[config.mk]
export PLATFORM = sky130hd
export DESIGN_NAME = ecs_out_buf_flat
export DESIGN_NICKNAME = d
export VERILOG_FILES = /design/src/rtl/ecs_pkg.sv /design/src/rtl/ecs_out_if.sv /design/src/rtl/ecs_out_buf.sv /design/src/flat_wrapper.sv
export SDC_FILE = /design/constraint.sdc
export NUM_CORES = 1
export LEC_CHECK = 0
export BUFFER_PORTS_ARGS = -buffer_cell sky130_fd_sc_hd__buf_2
export CAP_MARGIN = 20
export CORE_UTILIZATION = 44
export CTS_CLUSTER_SIZE = 12
export DETAILED_ROUTE_END_ITERATION = 10
export PLACE_DENSITY = 0.82
export SLEW_MARGIN = 20
export SYNTH_ARGS = -nofsm -noshare
export SYNTH_HDL_FRONTEND = slang
export SYNTH_SLANG_ARGS = --single-unit
[constraint.sdc]
create_clock -name clk -period 1.3 [get_ports clk]
set_clock_uncertainty 0.05 [all_clocks]
set_input_delay 0 -clock clk [delete_from_list [all_inputs] [get_ports clk]]
set_output_delay 0 -clock clk [all_outputs]
set_load 0.05 [all_outputs]
[src/rtl/ecs_pkg.sv]
// shared types, codepoint constants and class decoders of the emoji cluster segmenter
package ecs_pkg;

    localparam int CP_W        = 21;
    localparam int MAX_RESULTS = 3;
    localparam int CNT_W       = $clog2(MAX_RESULTS + 1);
    localparam int IDX_W       = $clog2(MAX_RESULTS);

    localparam logic [CP_W-1:0] CP_ZERO   = 21'h000000;
    localparam logic [CP_W-1:0] CP_VS16   = 21'h00FE0F;
    localparam logic [CP_W-1:0] CP_ZWJ    = 21'h00200D;
    localparam logic [CP_W-1:0] CP_KEYCAP = 21'h0020E3;

    typedef enum logic [1:0] {
        KIND_PLAIN  = 2'd0,
        KIND_KEYCAP = 2'd1,
        KIND_FLAG   = 2'd2,
        KIND_PICT   = 2'd3
    } kind_t;

    typedef struct packed {
        logic [CP_W-1:0] codepoint;
        logic            end_of_text;
    } in_item_t;

    typedef struct packed {
        logic [CP_W-1:0] codepoint;
        kind_t           kind;
        logic            start;
    } result_t;

    typedef result_t [MAX_RESULTS-1:0] res_vec_t;

    typedef struct packed {
        res_vec_t         slots;
        logic [CNT_W-1:0] count;
    } parse_res_t;

    function automatic logic in_range(input logic [CP_W-1:0] c,
                                      input logic [CP_W-1:0] lo,
                                      input logic [CP_W-1:0] hi);
        return (c >= lo) && (c <= hi);
    endfunction

    function automatic logic is_pict(input logic [CP_W-1:0] c);
        return in_range(c, 21'h002600, 21'h0027BF) || in_range(c, 21'h002300, 21'h0023FF) ||
               in_range(c, 21'h002B00, 21'h002BFF) || in_range(c, 21'h002190, 21'h0021FF) ||
               in_range(c, 21'h01F300, 21'h01FAFF);
    endfunction

    function automatic logic is_ri(input logic [CP_W-1:0] c);
        return in_range(c, 21'h01F1E6, 21'h01F1FF);
    endfunction

    function automatic logic is_skin(input logic [CP_W-1:0] c);
        return in_range(c, 21'h01F3FB, 21'h01F3FF);
    endfunction

    function automatic logic is_key_base(input logic [CP_W-1:0] c);
        return in_range(c, 21'h000030, 21'h000039) || (c == 21'h000023) || (c == 21'h00002A);
    endfunction

endpackage

[src/rtl/ecs_out_if.sv]
// output channel: one tagged codepoint per handshake
interface ecs_out_if;
    logic                     valid;
    logic                     ready;
    logic [ecs_pkg::CP_W-1:0] out_codepoint;
    logic [1:0]               cluster_kind;
    logic                     starts_cluster;
    logic                     last;

    modport source (output valid, out_codepoint, cluster_kind, starts_cluster, last,
                    input ready);
    modport sink   (input valid, out_codepoint, cluster_kind, starts_cluster, last,
                    output ready);
endinterface

[src/rtl/ecs_out_buf.sv]
// result register: holds the results of one request and releases them one per cycle while ready is high
module ecs_out_buf (
    input  logic                clk,
    input  logic                rst_n,
    input  logic                load,
    input  ecs_pkg::parse_res_t res,
    output logic                free,
    ecs_out_if.source           out_ch
);

    ecs_pkg::res_vec_t         slots_reg;
    logic [ecs_pkg::CNT_W-1:0] cnt_reg;
    logic [ecs_pkg::CNT_W-1:0] cnt_next;
    logic [ecs_pkg::IDX_W-1:0] idx_reg;
    logic [ecs_pkg::IDX_W-1:0] idx_next;
    logic                      pop;
    ecs_pkg::result_t          cur;

    assign cur                   = slots_reg[idx_reg];
    assign out_ch.valid          = (cnt_reg != '0);
    assign out_ch.out_codepoint  = cur.codepoint;
    assign out_ch.cluster_kind   = cur.kind;
    assign out_ch.starts_cluster = cur.start;
    assign out_ch.last           = (cnt_reg == ecs_pkg::CNT_W'(1));

    assign pop  = out_ch.valid && out_ch.ready;
    // room for a new set when empty or once the last pending result goes out this cycle
    assign free = (cnt_reg == '0) || ((cnt_reg == ecs_pkg::CNT_W'(1)) && out_ch.ready);

    always_comb
    begin
        cnt_next = cnt_reg;
        idx_next = idx_reg;
        if (load)
        begin
            cnt_next = res.count;
            idx_next = '0;
        end
        else if (pop)
        begin
            cnt_next = cnt_reg - ecs_pkg::CNT_W'(1);
            idx_next = idx_reg + ecs_pkg::IDX_W'(1);
        end
    end

    always_ff @(posedge clk or negedge rst_n)
    begin
        if (!rst_n)
        begin
            cnt_reg <= '0;
            idx_reg <= '0;
        end
        else
        begin
            cnt_reg <= cnt_next;
            idx_reg <= idx_next;
        end
    end

    always_ff @(posedge clk)
    begin
        if (load)
        begin
            slots_reg <= res.slots;
        end
    end

`ifndef SYNTH
    a_idx_in_range : assert property (@(posedge clk) disable iff (!rst_n)
        ({1'b0, cnt_reg} + {{(ecs_pkg::CNT_W - ecs_pkg::IDX_W + 1){1'b0}}, idx_reg})
            <= (ecs_pkg::CNT_W + 1)'(ecs_pkg::MAX_RESULTS))
        else $error("result index runs past the stored set");

    a_no_overwrite : assert property (@(posedge clk) disable iff (!rst_n)
        load |-> ((cnt_reg == '0) || ((cnt_reg == ecs_pkg::CNT_W'(1)) && pop)))
        else $error("new result set loaded over undelivered results");
`endif

endmodule
[src/flat_wrapper.sv]
// flat-port wrapper written by rule: the top's interface ports become plain ports
module ecs_out_buf_flat 
  (clk, rst_n, load, res, free, out_ch_valid, out_ch_out_codepoint, out_ch_cluster_kind, out_ch_starts_cluster, out_ch_last, out_ch_ready);
  ecs_out_if out_ch_i ();
  input  logic clk;
  input  logic rst_n;
  input  logic load;
  input  ecs_pkg::parse_res_t res;
  output logic free;
  output wire logic [$bits(out_ch_i.valid)-1:0] out_ch_valid;
  output wire logic [$bits(out_ch_i.out_codepoint)-1:0] out_ch_out_codepoint;
  output wire logic [$bits(out_ch_i.cluster_kind)-1:0] out_ch_cluster_kind;
  output wire logic [$bits(out_ch_i.starts_cluster)-1:0] out_ch_starts_cluster;
  output wire logic [$bits(out_ch_i.last)-1:0] out_ch_last;
  input wire logic [$bits(out_ch_i.ready)-1:0] out_ch_ready;
  assign out_ch_valid = out_ch_i.valid;
  assign out_ch_out_codepoint = out_ch_i.out_codepoint;
  assign out_ch_cluster_kind = out_ch_i.cluster_kind;
  assign out_ch_starts_cluster = out_ch_i.starts_cluster;
  assign out_ch_last = out_ch_i.last;
  assign out_ch_i.ready = out_ch_ready;
  ecs_out_buf u_core (.clk(clk), .rst_n(rst_n), .load(load), .res(res), .free(free), .out_ch(out_ch_i));
endmodule
==> metrics <==
vias per cell 4.94; H-tree depth 3; Max Cap Violations 0; TritonRoute pass-1 iters 4; Met2 Wirelength 4.64 mm; Mapped Area 2930 um^2; Worst Path Max Fanout 16; Die W 83.6 um; Avg WL per Cell approximately 18 um; number of distinct library cells after synthesis 18; nets 451; max-slew headroom at the worst pin 73.4%; global-route wire length before repair between 10 and 15 mm; grt ovf 0; final hold violations 0; Synth async-reset ratio approximately 5.3%; final setup fails 26; Post-route DRC 0; pwr dens around 1400 nW/um^2; Worst-Margin Slew between 0.3 and 0.4 ns; DP Wirelength about 3.8 mm; Routed met1 length between 2 and 3 mm; Arr. time, crit path between 1.5 and 2 ns; Hold Slack roughly 0.036 ns; crit start category flop; failing checks setup timing; Req. time, crit path 1.25 ns; sequential share of the synthesized area a little under 80%; Yosys warnings 0; routability cong. approximately 0.8; CP peak stage delay approximately 0.45 ns; worst min path class input port to flop; Routed Wire Length 8.06 mm; CTS Sinks 76; core area approximately 6400 um^2; syn avg cell area roughly 17 um^2; Met3 Routed Length around 300 um; main flop type after synthesis edfxtp_1; final max-slew violation count 0; Worst VDD drop just under 0.001 V; Layout fillers around 380; most frequent cells in the layout buf_2 (77), dlygate4sd3_1 (76), edfxtp_1 (72), buf_6 (23), nand2_1 (20); vias post-DR 2241; fin crit period between 1.5 and 2 ns; leakage power around 2.0 nW; I/O pin total approximately 110; initial core utilization about 46%; final worst slack -0.318 ns; register area 2260 um^2; Pwr Total roughly 7.0 mW; pin count of the biggest net entering global routing 79; Final ANT Viol Nets 0; Clock Tree Root clkbuf_8; RSZ-0062 raised after global routing yes; Chip Height about 84 um; Max clock buf depth 2; Max Clock Freq 618 MHz; vias in the first global route about 2500; Clock Pin Slew Worst Setup and Hold Paths roughly 0.08 ns; Overall Global Routing Usage 23.8%; Yosys reg bits 76; Cell Chain, Critical Path buf_12, mux2i_2, o21ai_4, buf_4; share of cells above drive strength 1 between 40% and 50%; initial antenna violation count 1; worst skew pair latency between 0.3 and 0.4 ns; Cells after Synth around 180; CTS tree yes; most common cell after layout, fill and taps aside buf_2; Multi-input gate area between 800 and 900 um^2; status finished with violations; Post-synth EDFFs between 70 and 80; kind of critical path flop to output pin; P&R area growth vs syn 71.8%; area of the die around 7000 um^2; Buffers on Ports about 100; # rows 29; max FFs per register 72; top sig layer met4; CTS Buf Count 9; CP max-delay cell dfrtp_2; Initial DRC Count 122; Net Count, Synth between 200 and 300; Setup crit end kind output pin; Period Utilization, post-route 124%
==> path summary, 6_finish.rpt <==
check                                  startpoint  depth (start not counted)                  endpoint  slack, ns
worst max-delay path            u_core.idx_reg[0]                          4  out_ch_out_codepoint[17]      -0.32
worst min-delay path                 out_ch_ready                          4         u_core.idx_reg[1]       0.04
worst max register to register  u_core.cnt_reg[1]                          5         u_core.cnt_reg[1]       0.03
worst min register to register  u_core.cnt_reg[0]                          3         u_core.cnt_reg[0]       0.66
max in group asynchronous                   rst_n                          3         u_core.idx_reg[0]       0.47
min in group asynchronous                   rst_n                          3         u_core.idx_reg[1]       0.53
==> cells by family after synthesis <==
| group | after synthesis | synth area share, % |
|---|---|---|
| mux | 25 | 8.58 |
| xor+xnor | 3 | 0.896 |
| flops | 76 | 77.1 |
| compound gates | 26 | 4.44 |
| simple gates | 33 | 5.03 |
| fa+ha+maj | 2 | 0.853 |
| buf+inv | 11 | 3.07 |
==> layer usage <==
layer | up-vias | track usage [%]
li1 | 1044 | -
met1 | 1084 | 24.4
met2 | 91 | 45.4
met3 | 22 | 3.56
met4 | 0 | 13.9
met5 | - | 0
==> cell type report <==
cell class / instances / share of cell area [%]
clock buffer: 9 / 2.46
sequential: 76 / 45.0
clock inverter: 7 / 1.32
inverter: 3 / 0.298
antenna: 1 / 0.0497
tap: 77 / 1.91
timing repair buffer: 192 / 31.4
multi-input combinational: 89 / 17.6
==> through the flow <==
step	cell area (um^2)	TNS, ns	cells	setup WS (ns)	utilization, %
after floorplan	3090	-1.65	176	-0.216	-
after global placement	3760	0	360	0.0465	59.0
after detailed placement	3760	-0.00570	360	-0.00570	59.0
after CTS	4940	-6.50	452	-0.306	77.4
after global routing	5040	-7.85	454	-0.366	78.9
final	5040	-6.53	454	-0.318	78.9
==> synthesized netlist by cell type, types with 3 or more instances <==
cell type,n,area (um^2)
o21ai_1,20,100
edfxtp_1,72,2160
nand2_1,28,105
inv_1,3,11.3
mux2i_1,24,240
o21ai_0,6,30.0
buf_6,3,33.8
dfrtp_1,4,100
==> what timing repair did <==
| item | in CTS | in global routing |
|---|---|---|
| setup endpoints to repair | 28 | 28 |
| endpoints found under the hold margin | 78 | 0 |
| hold buffers | 76 | 0 |
| pin swaps | 1 | 3 |
| gates resized for setup | 68 | 18 |
| setup buffers | 0 | 1 |
| cloned | 0 | 0 |
==> power by group <==
part | switching (mW) | leakage, nW | total [mW] | internal (mW)
logic | 1.26 | 1.11 | 2.25 | 0.991
clock network | 0.876 | 0.101 | 1.76 | 0.880
registers | 0.107 | 0.753 | 3.01 | 2.90
total | 2.25 | 1.97 | 7.02 | 4.78
==> critical path, delay by kind of cell, from the launching register on <==
| kind | cells | cell delay [ns] |
|---|---|---|
| flip-flops | 1 | 0.45 |
| multiplexers | 1 | 0.29 |
| AO/OA/AOI/OAI | 1 | 0.07 |
| buffers and inverters | 2 | 0.41 |
Power figures use the tool's default switching activity.
