<file path="config.mk">
export PLATFORM = sky130hd
export DESIGN_NAME = ecs_in_stage_flat
export DESIGN_NICKNAME = d
export VERILOG_FILES = /design/src/rtl/ecs_pkg.sv /design/src/rtl/ecs_in_if.sv /design/src/rtl/ecs_in_stage.sv /design/src/flat_wrapper.sv
export SDC_FILE = /design/constraint.sdc
export NUM_CORES = 1
export LEC_CHECK = 0
export ABC_AREA = 1
export BUFFER_PORTS_ARGS = -buffer_cell sky130_fd_sc_hd__buf_2
export CAP_MARGIN = 20
export CORE_MARGIN = 3
export CORE_UTILIZATION = 41
export CTS_CLUSTER_DIAMETER = 120
export DETAILED_ROUTE_END_ITERATION = 10
export GPL_TIMING_DRIVEN = 1
export PLACE_DENSITY = 0.83
export SLEW_MARGIN = 20
export SYNTH_ARGS = -nofsm -noshare
export SYNTH_HDL_FRONTEND = slang
export SYNTH_SLANG_ARGS = --single-unit
</file>
<file path="constraint.sdc">
create_clock -name clk -period 3.2 [get_ports clk]
set_clock_uncertainty 0.1 [all_clocks]
set_input_delay 0.16 -clock clk [delete_from_list [all_inputs] [get_ports clk]]
set_output_delay 0.16 -clock clk [all_outputs]
set_load 0.02 [all_outputs]
</file>
<file path="src/rtl/ecs_pkg.sv">
// shared types, codepoint constants and class decoders of the emoji cluster segmenter
package ecs_pkg;

    localparam int CP_W        = 21;
    localparam int MAX_RESULTS = 3;
    localparam int CNT_W       = $clog2(MAX_RESULTS + 1);
    localparam int IDX_W       = $clog2(MAX_RESULTS);

    localparam logic [CP_W-1:0] CP_ZERO   = 21'h000000;
    localparam logic [CP_W-1:0] CP_VS16   = 21'h00FE0F;
    localparam logic [CP_W-1:0] CP_ZWJ    = 21'h00200D;
    localparam logic [CP_W-1:0] CP_KEYCAP = 21'h0020E3;

    typedef enum logic [1:0] {
        KIND_PLAIN  = 2'd0,
        KIND_KEYCAP = 2'd1,
        KIND_FLAG   = 2'd2,
        KIND_PICT   = 2'd3
    } kind_t;

    typedef struct packed {
        logic [CP_W-1:0] codepoint;
        logic            end_of_text;
    } in_item_t;

    typedef struct packed {
        logic [CP_W-1:0] codepoint;
        kind_t           kind;
        logic            start;
    } result_t;

    typedef result_t [MAX_RESULTS-1:0] res_vec_t;

    typedef struct packed {
        res_vec_t         slots;
        logic [CNT_W-1:0] count;
    } parse_res_t;

    function automatic logic in_range(input logic [CP_W-1:0] c,
                                      input logic [CP_W-1:0] lo,
                                      input logic [CP_W-1:0] hi);
        return (c >= lo) && (c <= hi);
    endfunction

    function automatic logic is_pict(input logic [CP_W-1:0] c);
        return in_range(c, 21'h002600, 21'h0027BF) || in_range(c, 21'h002300, 21'h0023FF) ||
               in_range(c, 21'h002B00, 21'h002BFF) || in_range(c, 21'h002190, 21'h0021FF) ||
               in_range(c, 21'h01F300, 21'h01FAFF);
    endfunction

    function automatic logic is_ri(input logic [CP_W-1:0] c);
        return in_range(c, 21'h01F1E6, 21'h01F1FF);
    endfunction

    function automatic logic is_skin(input logic [CP_W-1:0] c);
        return in_range(c, 21'h01F3FB, 21'h01F3FF);
    endfunction

    function automatic logic is_key_base(input logic [CP_W-1:0] c);
        return in_range(c, 21'h000030, 21'h000039) || (c == 21'h000023) || (c == 21'h00002A);
    endfunction

endpackage

</file>
<file path="src/rtl/ecs_in_if.sv">
// input channel: one codepoint request with its end-of-text mark
interface ecs_in_if;
    logic                     valid;
    logic                     ready;
    logic [ecs_pkg::CP_W-1:0] codepoint;
    logic                     end_of_text;

    modport source (output valid, codepoint, end_of_text, input ready);
    modport sink   (input valid, codepoint, end_of_text, output ready);
endinterface

</file>
<file path="src/rtl/ecs_in_stage.sv">
// input register: captures one codepoint request and hands it to the parser
module ecs_in_stage (
    input  logic              clk,
    input  logic              rst_n,
    ecs_in_if.sink            in_ch,
    input  logic              free,
    output ecs_pkg::in_item_t item,
    output logic              adv
);

    logic              valid_reg;
    logic              valid_next;
    ecs_pkg::in_item_t item_reg;

    assign adv         = valid_reg && free;
    assign in_ch.ready = !valid_reg || free;
    assign item        = item_reg;

    always_comb
    begin
        valid_next = valid_reg;
        if (in_ch.valid && in_ch.ready)
        begin
            valid_next = 1'b1;
        end
        else if (adv)
        begin
            valid_next = 1'b0;
        end
    end

    always_ff @(posedge clk or negedge rst_n)
    begin
        if (!rst_n)
        begin
            valid_reg <= 1'b0;
        end
        else
        begin
            valid_reg <= valid_next;
        end
    end

    always_ff @(posedge clk)
    begin
        if (in_ch.valid && in_ch.ready)
        begin
            item_reg.codepoint   <= in_ch.codepoint;
            item_reg.end_of_text <= in_ch.end_of_text;
        end
    end

endmodule

</file>
<file path="src/flat_wrapper.sv">
// flat-port wrapper written by rule: the top's interface ports become plain ports
module ecs_in_stage_flat 
  (clk, rst_n, free, item, adv, in_ch_valid, in_ch_codepoint, in_ch_end_of_text, in_ch_ready);
  ecs_in_if in_ch_i ();
  input  logic clk;
  input  logic rst_n;
  input  logic free;
  output ecs_pkg::in_item_t item;
  output logic adv;
  input wire logic [$bits(in_ch_i.valid)-1:0] in_ch_valid;
  input wire logic [$bits(in_ch_i.codepoint)-1:0] in_ch_codepoint;
  input wire logic [$bits(in_ch_i.end_of_text)-1:0] in_ch_end_of_text;
  output wire logic [$bits(in_ch_i.ready)-1:0] in_ch_ready;
  assign in_ch_i.valid = in_ch_valid;
  assign in_ch_i.codepoint = in_ch_codepoint;
  assign in_ch_i.end_of_text = in_ch_end_of_text;
  assign in_ch_ready = in_ch_i.ready;
  ecs_in_stage u_core (.clk(clk), .rst_n(rst_n), .in_ch(in_ch_i), .free(free), .item(item), .adv(adv));
endmodule
</file>
==> results of run 1 <==
per-layer routing:
layer	vias up	global-route usage [%]	part of all wire (%)
met5	-	0	0
met3	2	2.632	8.9
met4	0	6.452	0.98
li1	265	-	-
met2	33	29.29	58
met1	243	13.90	32
layout by cell type (no fill, tap or decap):
cell,count
clkbuf_1,1
nand2_1,3
buf_2,49
dfrtp_1,1
clkbuf_4,3
inv_1,3
a21oi_2,1
edfxtp_1,22
dlygate4sd3_1,24
stage by stage:
stage / utilization [%] / hold slack, ns / setup WS, ns
detailed placement: 62.30 / -0.1589 / 1.440
floorplan: - / -0.2356 / 1.179
CTS: 79.21 / 0.03736 / 1.369
global placement: 62.30 / -0.1642 / 1.513
finish: 79.21 / 0.06474 / 1.406
global route: 79.21 / 0.04570 / 1.330
area by class of cell:
cell class	instances	area [µm²]	share of cell area [%]
clock buffers	4	26.28	2.104
inverters	3	11.26	0.9018
multi-input cells	4	20.02	1.603
flip-flops and latches	23	685.7	54.91
well taps	16	20.02	1.603
repair buffers	73	485.5	38.88
cell usage after synthesis:
cell / n / area share, %
nand2_1: 3 / 1.6
edfxtp_1: 22 / 93
a21oi_1: 1 / 0.70
inv_1: 3 / 1.6
dfrtp_1: 1 / 3.5
power by group:
part	switching (mW)	total, mW	internal, mW
Sequential	0.00427	0.354	0.350
Clock	0.0725	0.121	0.0484
Combinational	0.0436	0.0851	0.0415
Total	0.120	0.560	0.440
logic make-up (layout without fill, tap and decap cells):
logic type      Yosys count  in the layout
compound gates            1              1
flops                    23             23
buf+inv                   3             80
simple gates              3              3
path summary, 6_finish.rpt:
path | end
worst max-delay path | u_core.item[13]$_DFFE_PP_
worst min-delay path | u_core.valid_reg$_DFFE_PN0P_
worst max register to register | u_core.item[13]$_DFFE_PP_
worst min register to register | u_core.valid_reg$_DFFE_PN0P_
max in group asynchronous | u_core.valid_reg$_DFFE_PN0P_
min in group clk | u_core.valid_reg$_DFFE_PN0P_
timing repair:
item / 4_1_cts / 5_1_grt
hold buffers: 24 / 0
hold endpoints to repair: 24 / 0
resized for setup: 0 / 0
buffers inserted: 0 / 0
==> flow_summary.json, run 1 <==
{
  "viasPerCell": 4.415,
  "synth_top_family_by_area": "buffers and inverters",
  "synth_xor_xnor_area_share_pct": 0,
  "drt_first_pass_iters": 3,
  "drv_cap": 0,
  "num_vias": 543,
  "p_leak_nw": 0.5561,
  "drc_errors": 0,
  "syn_to_final_growth_pct": 75.09,
  "placed_cells": 95,
  "crit_slowest_cell": "a21oi_2",
  "fin_crit_ns": 1.794,
  "antenna_found_initial": 0,
  "cts_tree": "done",
  "required_ns": 3.02,
  "setup_viol": 0,
  "core_um2": 1577,
  "power_uw": 559.9,
  "critPathArrivalTime_ns": 1.62,
  "worst-r2r-setup-slack_ns": 1.48,
  "ys_seq_elements": 23,
  "finalCritPeriodShare_pct": 56.05,
  "status": "complete, no violations",
  "cts_buffers": 3,
  "globalplace.congestion": 0.6053,
  "syn_inst": 30,
  "synthesis.area_um2": 713.2,
  "clk_pin_slew_ns": 0.11,
  "port_buffers": 49,
  "synth_compound_area_share_pct": 0.7018,
  "fmaxAchievable_mhz": 557.6,
  "synthMuxAreaShare_pct": 0,
  "fillers": 84,
  "worst_slew_pin_slew_ns": 1.075,
  "initial_core_util_pct": 45.24,
  "final_area_um2": 1249,
  "track_usage_pct": 14.60,
  "grt_pass1_vias": 538,
  "diodes": 0,
  "critPathTopFamily": "compound AO/OA/AOI/OAI gates",
  "syn-num-nets": 56,
  "cp.depth": 4,
  "insertion_delay_ns": 0.29,
  "cp_max_fo": 22,
  "rsz0062_at_grt": "no",
  "vdd_drop_max_mv": 0.3537,
  "setup-tns-final_ns": 0,
  "htree_levels": 1,
  "cp-end-kind": "flop",
  "power_density_nw_per_um2": 448.4,
  "die_h_um": 47.71,
  "die_w_um": 47.71,
  "grt_max_degree": 23,
  "hold_path_class": "primary input to asynchronous set/reset pin",
  "fin_cells": 123,
  "timing.critical_path.buf_inv": 3,
  "cts_buffer_depth": 2,
  "cp_cell_sequence": "dlygate4sd3_1 -> buf_2 -> inv_1 -> a21oi_2",
  "drt-initial-drc-count": 4,
  "drive_gt1_share_pct": 49.53,
  "place_hpwl_um": 929.2,
  "dpl-instance-area_um2": 982.2,
  "largest_reg_flops": 22,
  "cp-start-kind": "primary input",
  "num_io_pins": 50,
  "synthAdderAreaFrac_pct": 0,
  "drt-total-wl_um": 1533,
  "die-area_um2": 2276,
  "syn_area_per_cell_um2": 23.77,
  "timing.final.hold_violations": 0,
  "synth_cell_types": 5,
  "final_nets": 134,
  "synth-simple-area-share_pct": 1.579,
  "clock_sinks": 23,
  "slew_headroom_pct": 28.32,
  "grt_pass1_wl_um": 2208,
  "grt_remaining_overflow": 0,
  "slowest_delay_ns": 0.78,
  "r2r_cells": 1,
  "ant_nets": 0,
  "root_buffer": "clkbuf_4",
  "startpoint": "in_ch_valid",
  "fp-row-count": 14,
  "post_drt_wl_per_cell_um": 12.46,
  "ys_seq_area_share_pct": 96.14,
  "ys_warn_count": 0,
  "slew_viol_final": 0,
  "worst_r2r_startpoint": "u_core.valid_reg$_DFFE_PN0P_",
  "path_class": "primary input to flop"
}
Note: power is estimated with default switching activity, not from simulation.
==> run 2: changes to the inputs <==
--- a/config.mk
+++ b/config.mk
@@ -5,15 +5,15 @@
 export SDC_FILE = /design/constraint.sdc
 export NUM_CORES = 1
 export LEC_CHECK = 0
-export ABC_AREA = 1
+export ABC_AREA = 0
 export BUFFER_PORTS_ARGS = -buffer_cell sky130_fd_sc_hd__buf_2
 export CAP_MARGIN = 20
 export CORE_MARGIN = 3
-export CORE_UTILIZATION = 41
+export CORE_UTILIZATION = 38
 export CTS_CLUSTER_DIAMETER = 120
 export DETAILED_ROUTE_END_ITERATION = 10
 export GPL_TIMING_DRIVEN = 1
-export PLACE_DENSITY = 0.83
+export PLACE_DENSITY = 0.78
 export SLEW_MARGIN = 20
 export SYNTH_ARGS = -nofsm -noshare
 export SYNTH_HDL_FRONTEND = slang
==> constraint.sdc (replaced) <==
create_clock -name clk -period 1.8 [get_ports clk]
set_clock_uncertainty 0.1 [all_clocks]
set_input_delay 0.09 -clock clk [delete_from_list [all_inputs] [get_ports clk]]
set_output_delay 0.09 -clock clk [all_outputs]
set_load 0.02 [all_outputs]
==> run 2 against run 1 <==
  * Total power rose by 79%
  * Die area rose by 7.9%
  * Clock-buffer cell count fell by 1
  * Register-to-register slack worse by 0.99 ns
  * First-iteration DRC count is the same
  * Clock power rose by 81%
  * Global-route usage fell by 1.2 points
  * Via count shrank 1.7%
  * Non-clock buffer count is 2 higher
  * Hold slack improved by 0.30 ns
  * Largest cell class unchanged
  * Largest power group unchanged
==> flow_summary.json, run 2 <==
{
  "clk_pin_slew_ns": 0.11,
  "post_drt_wl_per_cell_um": 12.34,
  "cp_max_fo": 2,
  "ys_seq_elements": 23,
  "drt-total-wl_um": 1616,
  "path_class": "primary input to flop",
  "synth_enable_flop_cells": 22,
  "ant_nets": 0,
  "cp_cell_sequence": "dlygate4sd3_1 -> buf_2 -> nand2b_1 -> dlygate4sd3_1",
  "rsz0062_at_grt": "no",
  "grt_max_degree": 23,
  "cts_tree": "done",
  "largest_reg_flops": 22,
  "setup_viol": 0,
  "num_vias": 534,
  "ys_warn_count": 0,
  "globalplace.congestion": 0.6944,
  "cp-start-kind": "primary input",
  "r2r_cells": 3,
  "yosysTopAreaCell": "edfxtp_1",
  "port_buffers": 49,
  "status": "complete, no violations",
  "syn_inst": 27,
  "grt_remaining_overflow": 0,
  "final_area_um2": 1285,
  "critPathArrivalTime_ns": 1.42,
  "power_density_nw_per_um2": 781.8,
  "cts_resized": 0,
  "worst_slew_pin_slew_ns": 0.2824,
  "drt-initial-drc-count": 4,
  "fmaxAchievable_mhz": 748.7,
  "clock_sinks": 23,
  "ctsHoldBuffers": 26,
  "final_cell_mix": "buf_2 (49), dlygate4sd3_1 (26), edfxtp_1 (22)",
  "finalCritPeriodShare_pct": 74.20,
  "cts_buffers": 3,
  "ys_seq_area_share_pct": 95.14,
  "synth_area_leaders": "edfxtp_1 (92%), dfrtp_1 (3.5%), nand2b_4 (1.9%)",
  "slew_viol_final": 0,
  "power_mw": 1.005,
  "num_io_pins": 50,
  "track_usage_pct": 13.37,
  "slew_headroom_pct": 81.17,
  "syn_to_final_growth_pct": 78.30,
  "syn-num-nets": 53,
  "required_ns": 1.89,
  "synthArstFlopShare_pct": 4.348,
  "fp-row-count": 15,
  "diodes": 0,
  "vdd_drop_max_mv": 0.5387,
  "drc_errors": 0,
  "core_um2": 1764,
  "die-area_um2": 2455,
  "p_leak_nw": 0.5570,
  "synthFlopType": "edfxtp_1",
  "root_buffer": "clkbuf_4",
  "synth_cell_types": 6,
  "die_h_um": 49.55,
  "layout_commonest_cell": "buf_2",
  "hold_path_class": "primary input to flop",
  "final_nets": 133,
  "htree_levels": 1,
  "fin_cells": 131,
  "die_w_um": 49.55,
  "antenna_found_initial": 0,
  "grt_pass1_vias": 573,
  "crit_slowest_cell": "dlygate4sd3_1",
  "cts_buffer_depth": 2,
  "initial_core_util_pct": 40.85,
  "insertion_delay_ns": 0.29,
  "drt_first_pass_iters": 4,
  "cp-end-kind": "flop",
  "synthesis.area_um2": 720.7,
  "slowest_delay_ns": 0.55,
  "timing.final.hold_violations": 0,
  "syn_area_per_cell_um2": 26.69,
  "hold_depth": 3,
  "placed_cells": 101,
  "drive_gt1_share_pct": 51.89,
  "setup-tns-final_ns": 0,
  "yosys.area.top_type_share_pct": 91.67,
  "viasPerCell": 4.076,
  "post-cts-setup-buffer-count": 0,
  "fin_crit_ns": 1.336,
  "dpl-instance-area_um2": 997.2,
  "grt_pass1_wl_um": 2442,
  "yosysMostFrequentCell": "edfxtp_1",
  "crit_path_frequent_cell": "dlygate4sd3_1",
  "drv_cap": 0
}
[run 2: cell type report]
class	instances	area, µm²
Clock buffer	3	22.52
Clock inverter	1	5.005
Fill cell	129	479.2
Multi-Input combinational cell	4	35.03
Sequential cell	23	685.7
Tap cell	25	31.28
Timing Repair Buffer	75	505.5
[run 2: per-layer routing]
layer | track usage, % | up-vias | wire length, µm
li1 | - | 263 | -
met1 | 14.69 | 236 | 619
met2 | 24.67 | 31 | 826
met3 | 3.625 | 4 | 127
met4 | 4.147 | 0 | 42
met5 | 0 | - | 0
[run 2: power by group]
| group | internal (mW) | total, mW | switching (mW) |
|---|---|---|---|
| Combinational | 0.0805 | 0.158 | 0.0772 |
| Sequential | 0.621 | 0.628 | 0.00734 |
| Clock | 0.0825 | 0.219 | 0.136 |
[run 2: critical path: cells and delay by family]
kind | cells | cell delay [ns]
buffers and inverters | 3 | 1.20
and+or+nand+nor | 1 | 0.12
[run 2: cells by family after synthesis]
group            Yosys count  share of synthesized area (%)
DFF                       23                          95.14
and+or+nand+nor            4                          4.862
[run 2: final timing paths]
kind | end | start | slack [ns]
setup reg to reg | u_core.valid_reg$_DFFE_PN0P_ | u_core.valid_reg$_DFFE_PN0P_ | 0.49
hold reg to reg | u_core.item[2]$_DFFE_PP_ | u_core.valid_reg$_DFFE_PN0P_ | 0.80
setup / recovery | u_core.valid_reg$_DFFE_PN0P_ | in_ch_valid | 0.46
min in group asynchronous | u_core.valid_reg$_DFFE_PN0P_ | rst_n | 0.50
max in group asynchronous | u_core.valid_reg$_DFFE_PN0P_ | rst_n | 1.00
hold / removal | u_core.item[2]$_DFFE_PP_ | free | 0.37
[run 2: stage by stage]
| step | util, % | hold WS, ns | setup slack (ns) |
|---|---|---|---|
| floorplan | - | -0.3056 | 0.5972 |
| global placement | 56.52 | -0.2348 | 0.5943 |
| detailed placement | 56.52 | -0.2333 | 0.5726 |
| CTS | 72.84 | 0.3667 | 0.4824 |
| global route | 72.84 | 0.3552 | 0.4360 |
| finish | 72.84 | 0.3657 | 0.4643 |
==> run 3: changes to the inputs <==
--- a/config.mk
+++ b/config.mk
@@ -9,11 +9,11 @@
 export BUFFER_PORTS_ARGS = -buffer_cell sky130_fd_sc_hd__buf_2
 export CAP_MARGIN = 20
 export CORE_MARGIN = 3
-export CORE_UTILIZATION = 38
+export CORE_UTILIZATION = 35
 export CTS_CLUSTER_DIAMETER = 120
 export DETAILED_ROUTE_END_ITERATION = 10
 export GPL_TIMING_DRIVEN = 1
-export PLACE_DENSITY = 0.78
+export PLACE_DENSITY = 0.75
 export SLEW_MARGIN = 20
 export SYNTH_ARGS = -nofsm -noshare
 export SYNTH_HDL_FRONTEND = slang
==> constraint.sdc (replaced) <==
create_clock -name clk -period 1.21 [get_ports clk]
set_clock_uncertainty 0.1 [all_clocks]
set_input_delay 0.0605 -clock clk [delete_from_list [all_inputs] [get_ports clk]]
set_output_delay 0.0605 -clock clk [all_outputs]
set_load 0.02 [all_outputs]
==> run 3 against run 2 <==
  * Register-to-register slack worse by 0.43 ns
  * Final cell count is 0.76% higher
  * Core utilization is 1.7 points lower
  * Hold slack worse by 0.0047 ns
  * Total power is 51% higher
  * Die area is 7.5% higher
==> flow_summary.json, run 3 (synthesis results as in run 2) <==
{
  "status": "complete, no violations",
  "port_buffers": 49,
  "vdd_drop_max_mv": 0.7366,
  "ant_nets": 0,
  "fp-row-count": 15,
  "post-cts-setup-buffer-count": 0,
  "fin_crit_ns": 1.164,
  "final_nets": 134,
  "setup-tns-final_ns": 0,
  "globalplace.congestion": 0.6861,
  "fillers": 138,
  "dpl-instance-area_um2": 997.2,
  "htree_levels": 1,
  "required_ns": 1.05,
  "drive_gt1_share_pct": 52.34,
  "viasPerCell": 4.098,
  "worst-r2r-setup-slack_ns": 0.06,
  "hold_path_class": "primary input to flop",
  "swShare_pct": 22.03,
  "power_frac_seq_pct": 61.7,
  "die_w_um": 51.38,
  "initial_core_util_pct": 39.18,
  "fmaxAchievable_mhz": 858.8,
  "setup_viol": 0,
  "p_leak_nw": 0.5661,
  "num_vias": 541,
  "timing.final.hold_violations": 0,
  "drt-total-wl_um": 1700,
  "grt_max_degree": 13,
  "path_class": "primary input to output port",
  "die-area_um2": 2639,
  "clk_pin_slew_ns": 0.11,
  "post_drt_wl_per_cell_um": 12.88,
  "grt_pass1_vias": 588,
  "die_h_um": 51.38,
  "grt_pass1_wl_um": 2504,
  "power.net_switching_uw": 333.8,
  "track_usage_pct": 13.75,
  "worst_r2r_startpoint": "u_core.valid_reg$_DFFE_PN0P_",
  "drt-initial-drc-count": 1,
  "insertion_delay_ns": 0.30,
  "worst_slew_pin_slew_ns": 0.1545,
  "p_int_mw": 1.181,
  "holdWs_ns": 0.3611,
  "finalCritPeriodShare_pct": 96.24,
  "min_to": "u_core.item[3]$_DFFE_PP_",
  "hold_depth": 2,
  "root_buffer": "clkbuf_4",
  "power_frac_clock_pct": 22.0,
  "layout_commonest_cell": "buf_2",
  "power_density_nw_per_um2": 1159,
  "rsz0062_at_grt": "no",
  "slew_viol_final": 0,
  "placed_cells": 101,
  "syn_to_final_growth_pct": 81.42,
  "grt_remaining_overflow": 0,
  "largest_reg_flops": 22,
  "num_io_pins": 50,
  "r2r_cells": 2,
  "drc_errors": 0,
  "fin_cells": 132,
  "final_cell_mix": "buf_2 (47), dlygate4sd3_1 (26), edfxtp_1 (22)",
  "final_area_um2": 1308,
  "cp-start-kind": "primary input",
  "rr_endpoint": "u_core.item[9]$_DFFE_PP_",
  "slew_headroom_pct": 89.70,
  "clock_sinks": 23,
  "place_hpwl_um": 977.9,
  "cp-end-kind": "output port",
  "antenna_found_initial": 0,
  "drt_first_pass_iters": 2,
  "core_um2": 1839,
  "critPathArrivalTime_ns": 1.00,
  "p_comb_share_pct": 16.3,
  "min_from": "in_ch_codepoint[2]",
  "cts_tree": "done",
  "diodes": 0,
  "cts_buffer_depth": 2,
  "cp_max_fo": 4,
  "cts_buffers": 3,
  "drv_cap": 0
}
## run 3: worst max-delay path by stage
stage | startpoint | endpoint | slack [ns] | depth (start not counted)
4_1_cts | u_core.valid_reg$_DFFE_PN0P_ | adv | 0.005 | 2
5_1_grt | free | in_ch_ready | 0.01 | 4
2_1_floorplan | u_core.valid_reg$_DFFE_PN0P_ | u_core.item[0]$_DFFE_PP_ | 0.007 | 2
3_5_place_dp | u_core.valid_reg$_DFFE_PN0P_ | u_core.item[15]$_DFFE_PP_ | -0.02 | 2
6_report | free | in_ch_ready | 0.05 | 4
3_3_place_gp | u_core.valid_reg$_DFFE_PN0P_ | u_core.item[2]$_DFFE_PP_ | 0.007 | 2
## run 3: what timing repair did
action,CTS,global route
pin swaps,1,1
gates cloned,1,0
hold buffers,26,0
endpoints found under the hold margin,24,0
gates resized for setup,1,5
endpoints found under the setup margin,22,2
## run 3: power by group through the flow
stage / clock network, mW / registers, mW / logic, mW
2_1_floorplan: 0 / 1.01 / 0.0302
3_3_place_gp: 0 / 0.952 / 0.166
3_5_place_dp: 0 / 0.953 / 0.168
4_1_cts: 0.343 / 0.934 / 0.237
5_1_grt: 0.376 / 0.938 / 0.265
6_report: 0.333 / 0.935 / 0.248
## run 3: layout make-up
class                   instances  area, µm²  share of cell area [%]
flip-flops and latches         23      685.7                   52.44
repair buffers                 75      518.0                   39.62
multi-input cells               5      46.29                   3.541
well taps                      25      31.28                   2.392
clock buffers                   4      26.28                   2.010
## run 3: per-layer routing
metal	share of wire (%)	routed length, µm	global-route usage (%)
met3	7.9	135	3.499
met5	0	0	0
met4	0.88	15	6.550
met1	33	561	12.28
met2	58	987	27.54
## run 3: critical path, stage by stage
cell and delay [ns]:
dlygate4sd3_1 0.53, buf_2 0.13, nand2b_4 0.15, buf_6 0.13
## run 3: through the flow
| stage | utilization (%) | total power, mW | worst slack [ns] |
|---|---|---|---|
| after global placement | 54.22 | 1.118 | 0.006648 |
| after CTS | 70.27 | 1.514 | 0.004667 |
| after floorplan | - | 1.037 | 0.007171 |
| final | 71.09 | 1.515 | 0.04555 |
| after detailed placement | 54.22 | 1.121 | -0.01717 |
| after global routing | 71.09 | 1.579 | 0.009898 |
